[config.mk]
export PLATFORM = sky130hd
export DESIGN_NAME = synth_voice_allocator
export DESIGN_NICKNAME = d
export VERILOG_FILES = /design/src/rtl/sva_pkg.sv /design/src/rtl/sva_pick_unit.sv /design/src/rtl/synth_voice_allocator.sv
export SDC_FILE = /design/constraint.sdc
export NUM_CORES = 1
export LEC_CHECK = 0
export BUFFER_PORTS_ARGS = -buffer_cell sky130_fd_sc_hd__buf_2
export CAP_MARGIN = 20
export CORE_MARGIN = 2
export CORE_UTILIZATION = 57
export DETAILED_ROUTE_END_ITERATION = 12
export PLACE_DENSITY_LB_ADDON = 0.15
export SYNTH_ARGS = -nofsm -noshare
export SYNTH_HDL_FRONTEND = slang
export SYNTH_HIERARCHICAL = 1
export SYNTH_SLANG_ARGS = --single-unit
[constraint.sdc]
create_clock -name clk -period 9.15 [get_ports clk]
set_clock_uncertainty 0.15 [all_clocks]
set_input_delay 0.915 -clock clk [delete_from_list [all_inputs] [get_ports clk]]
set_output_delay 0.915 -clock clk [all_outputs]
set_load 0.005 [all_outputs]
[src/rtl/sva_pkg.sv]
// shared types and constants for the synth voice allocator
package sva_pkg;

    localparam int OP_W    = 2;
    localparam int INST_W  = 8;
    localparam int NOTE_W  = 8;
    localparam int VOICE_W = 3;
    localparam int MASK_W  = 8;

    // event codes
    typedef enum logic [OP_W-1:0] {
        OP_NOTE_ON  = 2'd0,
        OP_NOTE_OFF = 2'd1,
        OP_KILL_ALL = 2'd2
    } op_t;

    // per-voice mode
    typedef enum logic [1:0] {
        MODE_FREE     = 2'd0,
        MODE_PLAYING  = 2'd1,
        MODE_RELEASED = 2'd2
    } mode_t;

    // allocation class, higher wins
    typedef enum logic [1:0] {
        RANK_BUSY     = 2'd0,
        RANK_RELEASED = 2'd1,
        RANK_FREE     = 2'd2
    } rank_t;

    typedef enum logic [2:0] {
        ST_IDLE,
        ST_RELEASE,
        ST_PICK,
        ST_COMMIT,
        ST_KILL,
        ST_DONE
    } state_t;

endpackage

[src/rtl/sva_pick_unit.sv]
// shared age and class compare unit used by the voice pick scan
module sva_pick_unit #(
    parameter int STAMP_BITS = 32
) (
    input  logic [STAMP_BITS-1:0] event_clock,
    input  logic [STAMP_BITS-1:0] stamp,
    input  sva_pkg::mode_t        mode,
    input  logic                  first,
    input  sva_pkg::rank_t        best_rank,
    input  logic [STAMP_BITS-1:0] best_age,
    output logic                  take,
    output logic [STAMP_BITS-1:0] age,
    output sva_pkg::rank_t        rank
);
    import sva_pkg::*;

    // wrapped age, larger is older
    assign age = event_clock - stamp;

    always_comb
    begin
        unique case (mode)
            MODE_FREE:     rank = RANK_FREE;
            MODE_RELEASED: rank = RANK_RELEASED;
            default:       rank = RANK_BUSY;
        endcase
    end

    // free voices: later (higher index) wins; others: strictly older wins
    always_comb
    begin
        if (first || (rank > best_rank))
            take = 1'b1;
        else if (rank == best_rank)
            take = (rank == RANK_FREE) || (age > best_age);
        else
            take = 1'b0;
    end

endmodule

[src/rtl/synth_voice_allocator.sv]
// top level of the polyphonic voice allocator with oldest-note stealing
//
//  channel  | handshake             | payload
//  ---------+-----------------------+---------------------------------------------
//  input    | in_valid / in_ready   | op, instrument, note
//  output   | out_valid / out_ready | voice, allocated, reinit, released_mask,
//           |                       | killed_mask
//
// one voice is visited per cycle in each scan; the pick scan uses the shared age compare unit.
// after the accept, note on runs the release scan, pick scan, commit and done; note off
// runs the release scan and done, kill all the kill scan and done, an unused op only done
// in_ready is high only in idle; a finished result sits in the output register
// so the next transaction is taken while out_ready is low
// a new result waits in the done state until the output register frees up
// reset clears all voices to free with zero instrument, note and stamp
module synth_voice_allocator #(
    parameter int VOICE_COUNT = 8,
    parameter int STAMP_BITS  = 32
) (
    input  logic                         clk,
    input  logic                         rst_n,
    input  logic                         in_valid,
    output logic                         in_ready,
    input  logic [sva_pkg::OP_W-1:0]     op,
    input  logic [sva_pkg::INST_W-1:0]   instrument,
    input  logic [sva_pkg::NOTE_W-1:0]   note,
    output logic                         out_valid,
    input  logic                         out_ready,
    output logic [sva_pkg::VOICE_W-1:0]  voice,
    output logic                         allocated,
    output logic                         reinit,
    output logic [sva_pkg::MASK_W-1:0]   released_mask,
    output logic [sva_pkg::MASK_W-1:0]   killed_mask
);
    import sva_pkg::*;

    localparam int VW = $clog2(VOICE_COUNT);
    localparam logic [VW-1:0] LAST_VOICE = VW'(VOICE_COUNT - 1);

    // sequencer
    state_t state_reg, state_next;
    logic [VW-1:0] scan_reg, scan_next;

    // latched transaction
    logic [OP_W-1:0]   op_reg, op_next;
    logic [INST_W-1:0] inst_reg, inst_next;
    logic [NOTE_W-1:0] note_reg, note_next;

    // voice pool and event clock
    mode_t             mode_reg  [VOICE_COUNT];
    mode_t             mode_next [VOICE_COUNT];
    logic [INST_W-1:0] vinst_reg  [VOICE_COUNT];
    logic [INST_W-1:0] vinst_next [VOICE_COUNT];
    logic [NOTE_W-1:0] vnote_reg  [VOICE_COUNT];
    logic [NOTE_W-1:0] vnote_next [VOICE_COUNT];
    logic [STAMP_BITS-1:0] stamp_reg  [VOICE_COUNT];
    logic [STAMP_BITS-1:0] stamp_next [VOICE_COUNT];
    logic [STAMP_BITS-1:0] clock_reg, clock_next;

    // pick tracker
    logic [VW-1:0]         best_reg, best_next;
    rank_t                 best_rank_reg, best_rank_next;
    logic [STAMP_BITS-1:0] best_age_reg, best_age_next;
    logic [INST_W-1:0]     best_inst_reg, best_inst_next;

    // working result
    logic [MASK_W-1:0] rel_mask_reg, rel_mask_next;
    logic [MASK_W-1:0] kill_mask_reg, kill_mask_next;
    logic              res_alloc_reg, res_alloc_next;
    logic              res_reinit_reg, res_reinit_next;

    // output register
    logic               out_valid_reg, out_valid_next;
    logic [VOICE_W-1:0] voice_reg, voice_next;
    logic               allocated_reg, allocated_next;
    logic               reinit_reg, reinit_next;
    logic [MASK_W-1:0]  released_reg, released_next;
    logic [MASK_W-1:0]  killed_reg, killed_next;

    // shared compare unit
    logic                  pu_take;
    logic [STAMP_BITS-1:0] pu_age;
    rank_t                 pu_rank;

    sva_pick_unit #(
        .STAMP_BITS (STAMP_BITS)
    ) u_pick (
        .event_clock (clock_reg),
        .stamp       (stamp_reg[scan_reg]),
        .mode        (mode_reg[scan_reg]),
        .first       (scan_reg == '0),
        .best_rank   (best_rank_reg),
        .best_age    (best_age_reg),
        .take        (pu_take),
        .age         (pu_age),
        .rank        (pu_rank)
    );

    assign in_ready      = (state_reg == ST_IDLE);
    assign out_valid     = out_valid_reg;
    assign voice         = voice_reg;
    assign allocated     = allocated_reg;
    assign reinit        = reinit_reg;
    assign released_mask = released_reg;
    assign killed_mask   = killed_reg;

    always_ff @(posedge clk or negedge rst_n)
    begin
        if (!rst_n)
        begin
            state_reg     <= ST_IDLE;
            scan_reg      <= '0;
            clock_reg     <= '0;
            out_valid_reg <= 1'b0;
            for (int i = 0; i < VOICE_COUNT; i++)
            begin
                mode_reg[i]  <= MODE_FREE;
                vinst_reg[i] <= '0;
                vnote_reg[i] <= '0;
                stamp_reg[i] <= '0;
            end
        end
        else
        begin
            state_reg     <= state_next;
            scan_reg      <= scan_next;
            clock_reg     <= clock_next;
            out_valid_reg <= out_valid_next;
            mode_reg      <= mode_next;
            vinst_reg     <= vinst_next;
            vnote_reg     <= vnote_next;
            stamp_reg     <= stamp_next;
        end
    end

    // payload registers, no reset needed
    always_ff @(posedge clk)
    begin
        op_reg         <= op_next;
        inst_reg       <= inst_next;
        note_reg       <= note_next;
        best_reg       <= best_next;
        best_rank_reg  <= best_rank_next;
        best_age_reg   <= best_age_next;
        best_inst_reg  <= best_inst_next;
        rel_mask_reg   <= rel_mask_next;
        kill_mask_reg  <= kill_mask_next;
        res_alloc_reg  <= res_alloc_next;
        res_reinit_reg <= res_reinit_next;
        voice_reg      <= voice_next;
        allocated_reg  <= allocated_next;
        reinit_reg     <= reinit_next;
        released_reg   <= released_next;
        killed_reg     <= killed_next;
    end

    always_comb
    begin
        state_next      = state_reg;
        scan_next       = scan_reg;
        op_next         = op_reg;
        inst_next       = inst_reg;
        note_next       = note_reg;
        mode_next       = mode_reg;
        vinst_next      = vinst_reg;
        vnote_next      = vnote_reg;
        stamp_next      = stamp_reg;
        clock_next      = clock_reg;
        best_next       = best_reg;
        best_rank_next  = best_rank_reg;
        best_age_next   = best_age_reg;
        best_inst_next  = best_inst_reg;
        rel_mask_next   = rel_mask_reg;
        kill_mask_next  = kill_mask_reg;
        res_alloc_next  = res_alloc_reg;
        res_reinit_next = res_reinit_reg;
        out_valid_next  = out_valid_reg && !out_ready;
        voice_next      = voice_reg;
        allocated_next  = allocated_reg;
        reinit_next     = reinit_reg;
        released_next   = released_reg;
        killed_next     = killed_reg;

        unique case (state_reg)
            ST_IDLE:
            begin
                if (in_valid)
                begin
                    op_next         = op;
                    inst_next       = instrument;
                    note_next       = note;
                    scan_next       = '0;
                    rel_mask_next   = '0;
                    kill_mask_next  = '0;
                    res_alloc_next  = 1'b0;
                    res_reinit_next = 1'b0;
                    unique case (op)
                        OP_NOTE_ON,
                        OP_NOTE_OFF: state_next = ST_RELEASE;
                        OP_KILL_ALL: state_next = ST_KILL;
                        default:     state_next = ST_DONE;
                    endcase
                end
            end

            // release matching playing voices, stamping in voice order
            ST_RELEASE:
            begin
                if ((mode_reg[scan_reg] == MODE_PLAYING) &&
                    (vinst_reg[scan_reg] == inst_reg) &&
                    (vnote_reg[scan_reg] == note_reg))
                begin
                    mode_next[scan_reg]  = MODE_RELEASED;
                    stamp_next[scan_reg] = clock_reg;
                    clock_next           = clock_reg + STAMP_BITS'(1);
                    rel_mask_next        = rel_mask_reg | (MASK_W'(1) << scan_reg);
                end
                if (scan_reg == LAST_VOICE)
                begin
                    scan_next  = '0;
                    state_next = (op_reg == OP_NOTE_ON) ? ST_PICK : ST_DONE;
                end
                else
                begin
                    scan_next = scan_reg + VW'(1);
                end
            end

            // class first, then age, through the shared unit
            ST_PICK:
            begin
                if (pu_take)
                begin
                    best_next      = scan_reg;
                    best_rank_next = pu_rank;
                    best_age_next  = pu_age;
                    best_inst_next = vinst_reg[scan_reg];
                end
                if (scan_reg == LAST_VOICE)
                begin
                    scan_next  = '0;
                    state_next = ST_COMMIT;
                end
                else
                begin
                    scan_next = scan_reg + VW'(1);
                end
            end

            ST_COMMIT:
            begin
                res_alloc_next       = 1'b1;
                res_reinit_next      = (best_inst_reg != inst_reg) ||
                                       (best_rank_reg != RANK_FREE);
                mode_next[best_reg]  = MODE_PLAYING;
                vinst_next[best_reg] = inst_reg;
                vnote_next[best_reg] = note_reg;
                stamp_next[best_reg] = clock_reg;
                clock_next           = clock_reg + STAMP_BITS'(1);
                state_next           = ST_DONE;
            end

            // free every busy voice, other fields kept
            ST_KILL:
            begin
                if (mode_reg[scan_reg] != MODE_FREE)
                begin
                    mode_next[scan_reg] = MODE_FREE;
                    kill_mask_next      = kill_mask_reg | (MASK_W'(1) << scan_reg);
                end
                if (scan_reg == LAST_VOICE)
                begin
                    scan_next  = '0;
                    state_next = ST_DONE;
                end
                else
                begin
                    scan_next = scan_reg + VW'(1);
                end
            end

            // hand the transaction result to the output register
            ST_DONE:
            begin
                if (!out_valid_reg || out_ready)
                begin
                    out_valid_next = 1'b1;
                    voice_next     = res_alloc_reg ? VOICE_W'(best_reg) : '0;
                    allocated_next = res_alloc_reg;
                    reinit_next    = res_alloc_reg && res_reinit_reg;
                    released_next  = rel_mask_reg;
                    killed_next    = kill_mask_reg;
                    state_next     = ST_IDLE;
                end
            end

            default:
            begin
                state_next = ST_IDLE;
            end
        endcase
    end

endmodule

==> metrics.yaml <==
power:
  p_per_area_nw_per_um2: 204
  power.internal_uw: 4100
  p_sw_frac: 0.299
  p_leak_uw: 0.0135
  ir_drop_uv: 196
  p_sw_uw: 1750
  seq_power_share: 0.457
  p_comb_frac: 0.175
  power_frac_clock: 0.368
clock_network:
  root_buffer: "clkbuf_16"
  path_clk_slew_ns: 0.06
  cts_tree: "yes"
  ctsHoldBuffers: 0
  ctsResizeCount: 0
  clkLatencyLatePin_ns: 0.62
  clock_sinks: 541
  numCtsBuffers: 57
  clk_path_buf_depth: 3
  ctsHtreeMaxLevel: 2
  cts_setup_buffers: 0
final_layout:
  fillers: 3489
  nNetsFinal: 2175
  synthToLayoutAreaGrowth_pct: 9.46
  largest_reg_flops: 256
  stdcell_count: 2723
  drive_gt1_frac: 0.286
  fin_area_sq_um: 28700
sta:
  setup_viol: 0
  slew_headroom: 0.302
  hold_ws_ns: 0.222
  fin_tns_setup_ns: 0
  worstMarginPinSlew_ns: 1.05
  rsz0062_at_grt: "false"
  layout_min_cycle_time_ns: 7.08
  hold_violations: 0
  finalCritPeriodShare: 0.773
  finalMaxSlewViolations: 0
  fmax_ghz: 0.141
synth:
  synth_most_common_cell: "dfrtp_1"
  synth-edff-count: 102
  syn_inst: 2088
  synth-seq-area-share: 0.536
  synth_area_sq_um: 26200
  syn_nets: 2183
  synth_area_leader_cell: "dfrtp_1"
  yosysUniqueCellTypes: 78
  synthFlopType: "dfrtp_1"
  avgSynthCellArea_sq_um: 12.6
  yosys_warnings: 6
  synth_commonest_cells: "dfrtp_1 (439), mux2_2 (388), nand2_1 (112)"
  synth_area_leaders: "dfrtp_1 (42%), mux2_2 (17%), edfxtp_1 (12%), ha_1 (3.4%), a22oi_1 (2.0%)"
  postSynth.asyncResetShare: 0.811
  synth-seq-cells: 541
  yosysTopAreaCellShare: 0.419
global_routing:
  grt_usage: 0.274
  grt_max_degree: 175
  grt_pass1_vias: 17200
  grt_overflow_total: 0
  grt_pass1_wl_um: 101000
  antenna_found_initial: 0
routing:
  firstDrtPassIters: 5
  wl_per_cell_um: 23.3
  num_vias: 17000
  antenna_left: 0
  drc: 0
  routed_wl_um: 63500
  viasPerCell: 6.23
  drt_iter0_markers: 1552
placed_design:
  place.gp.congestion: 0.889
  io_buffers: 44
  placed_cell_area_sq_um: 27000
  dpl.hpwl_um: 39800
  dp_cells: 2620
setup_path:
  ff2ff_setup_slack_ns: 2.07
  path_class: "flop to flop"
  cp_data_required_time_ns: 9.26
  start_kind: "flop"
  worst-path-max-fanout: 28
  end_kind: "flop"
  cp.arrival_ns: 7.19
floorplanning:
  die_x_um: 218
  coreArea_sq_um: 45400
  initial_core_util: 0.578
  boundaryPins: 45
  die_h_um: 218
  rows: 78
  dieArea_sq_um: 47700
worst_hold_path:
  hold_class: "input port to async pin"
run:
  cap_violations: 0
outcome:
  status: "finished clean"
[critical path, stage by stage, from the launching register on]
cell      delay, ns
dfrtp_4        0.59
and3_1         0.84
buf_4          0.41
a22o_1         0.18
a221oi_1       0.05
nand3_1        0.11
inv_1          0.06
ha_1           0.39
and3_1         0.25
o211ai_1       0.12
a31o_1         0.25
a21oi_1        0.35
nor3_1         0.11
o21a_1         0.23
mux2i_1        0.15
ha_1           0.30
and4_1         0.22
nand4_1        0.14
nor3_1         0.29
a21oi_1        0.11
o21bai_1       0.13
nor3b_4        0.76
buf_4          0.50
[power by group through the flow]
stage                     logic, uW  registers, uW  clock network, uW
after floorplan                 664           2650                  0
after global placement         1000           2710                  0
after detailed placement       1010           2710                  0
after CTS                      1020           2670               2190
after global routing           1100           2680               2290
final                          1020           2670               2150
[cell type report]
| class | count | area, sq um | area share |
|---|---|---|---|
| multi-input cells | 1302 | 11300 | 0.393 |
| diodes | 1 | 2.50 | 0.0000872 |
| clock inverters | 17 | 101 | 0.00353 |
| repair buffers | 81 | 518 | 0.0181 |
| well taps | 600 | 751 | 0.0262 |
| clock buffers | 84 | 1620 | 0.0564 |
| inverters | 97 | 364 | 0.0127 |
| flip-flops and latches | 541 | 14100 | 0.490 |
[path summary, 6_finish.rpt]
| kind | from | cells after the start | to |
|---|---|---|---|
| min in group clk | kill_mask_reg[1] | 0 | killed_mask[1] |
| worst min-delay path | rst_n | 1 | vnote_reg[3] |
| max in group asynchronous | rst_n | 2 | scan_reg[2] |
| worst max-delay path | scan_reg[2] | 22 | best_age_reg[12] |
| worst max register to register | scan_reg[2] | 22 | best_age_reg[12] |
| worst min register to register | kill_mask_reg[1] | 0 | killed_mask[1] |
[kinds of logic after synthesis]
| family | synth area share |
|---|---|
| flops | 0.536 |
| mux | 0.200 |
| compound gates | 0.101 |
| simple gates | 0.0625 |
| buf+inv | 0.0380 |
| xor+xnor | 0.0271 |
| fa+ha+maj | 0.0351 |
[per-layer routing]
layer / wire [um] / up-vias / part of all wire / global-route usage
met2: 29000 / 516 / 0.46 / 0.422
met3: 3940 / 93 / 0.062 / 0.0466
met1: 29200 / 8769 / 0.46 / 0.405
li1: - / 7590 / - / -
met4: 1360 / 0 / 0.021 / 0.0696
met5: 0 / - / 0 / 0
[cell usage in the layout (no fill, tap or decap), types with 9 or more instances in the layout]
cell type,netlist,final
clkinv_2,0,10
o22ai_1,9,9
nor2_1,80,79
a21o_1,12,12
clkbuf_1,88,18
ha_1,72,72
nand2b_1,10,10
and2_1,9,9
xor2_1,54,54
a211oi_1,20,20
buf_2,35,44
mux4_2,22,22
mux2_2,388,388
mux2i_1,34,34
buf_4,1,35
clkbuf_16,0,57
nor2b_1,13,13
a21oi_1,76,76
edfxtp_1,102,102
nand4_1,22,22
o21a_1,9,9
dfrtp_1,439,436
a221oi_1,28,28
clkbuf_8,0,9
inv_1,94,94
a22o_1,24,24
o21ai_0,36,36
a22oi_1,69,69
nand2_1,112,112
xnor2_1,27,27
nor3_1,13,11
nand3_1,47,47
[metrics by stage]
| stage | util | setup slack, ns | total power (uW) |
|---|---|---|---|
| after floorplan | - | 1.56 | 3310 |
| after CTS | 0.632 | 2.06 | 5880 |
| after detailed placement | 0.594 | 2.08 | 3730 |
| final | 0.632 | 2.07 | 5840 |
| after global routing | 0.632 | 1.59 | 6080 |
| after global placement | 0.594 | 2.24 | 3710 |
(Power assumes the default switching activity.)
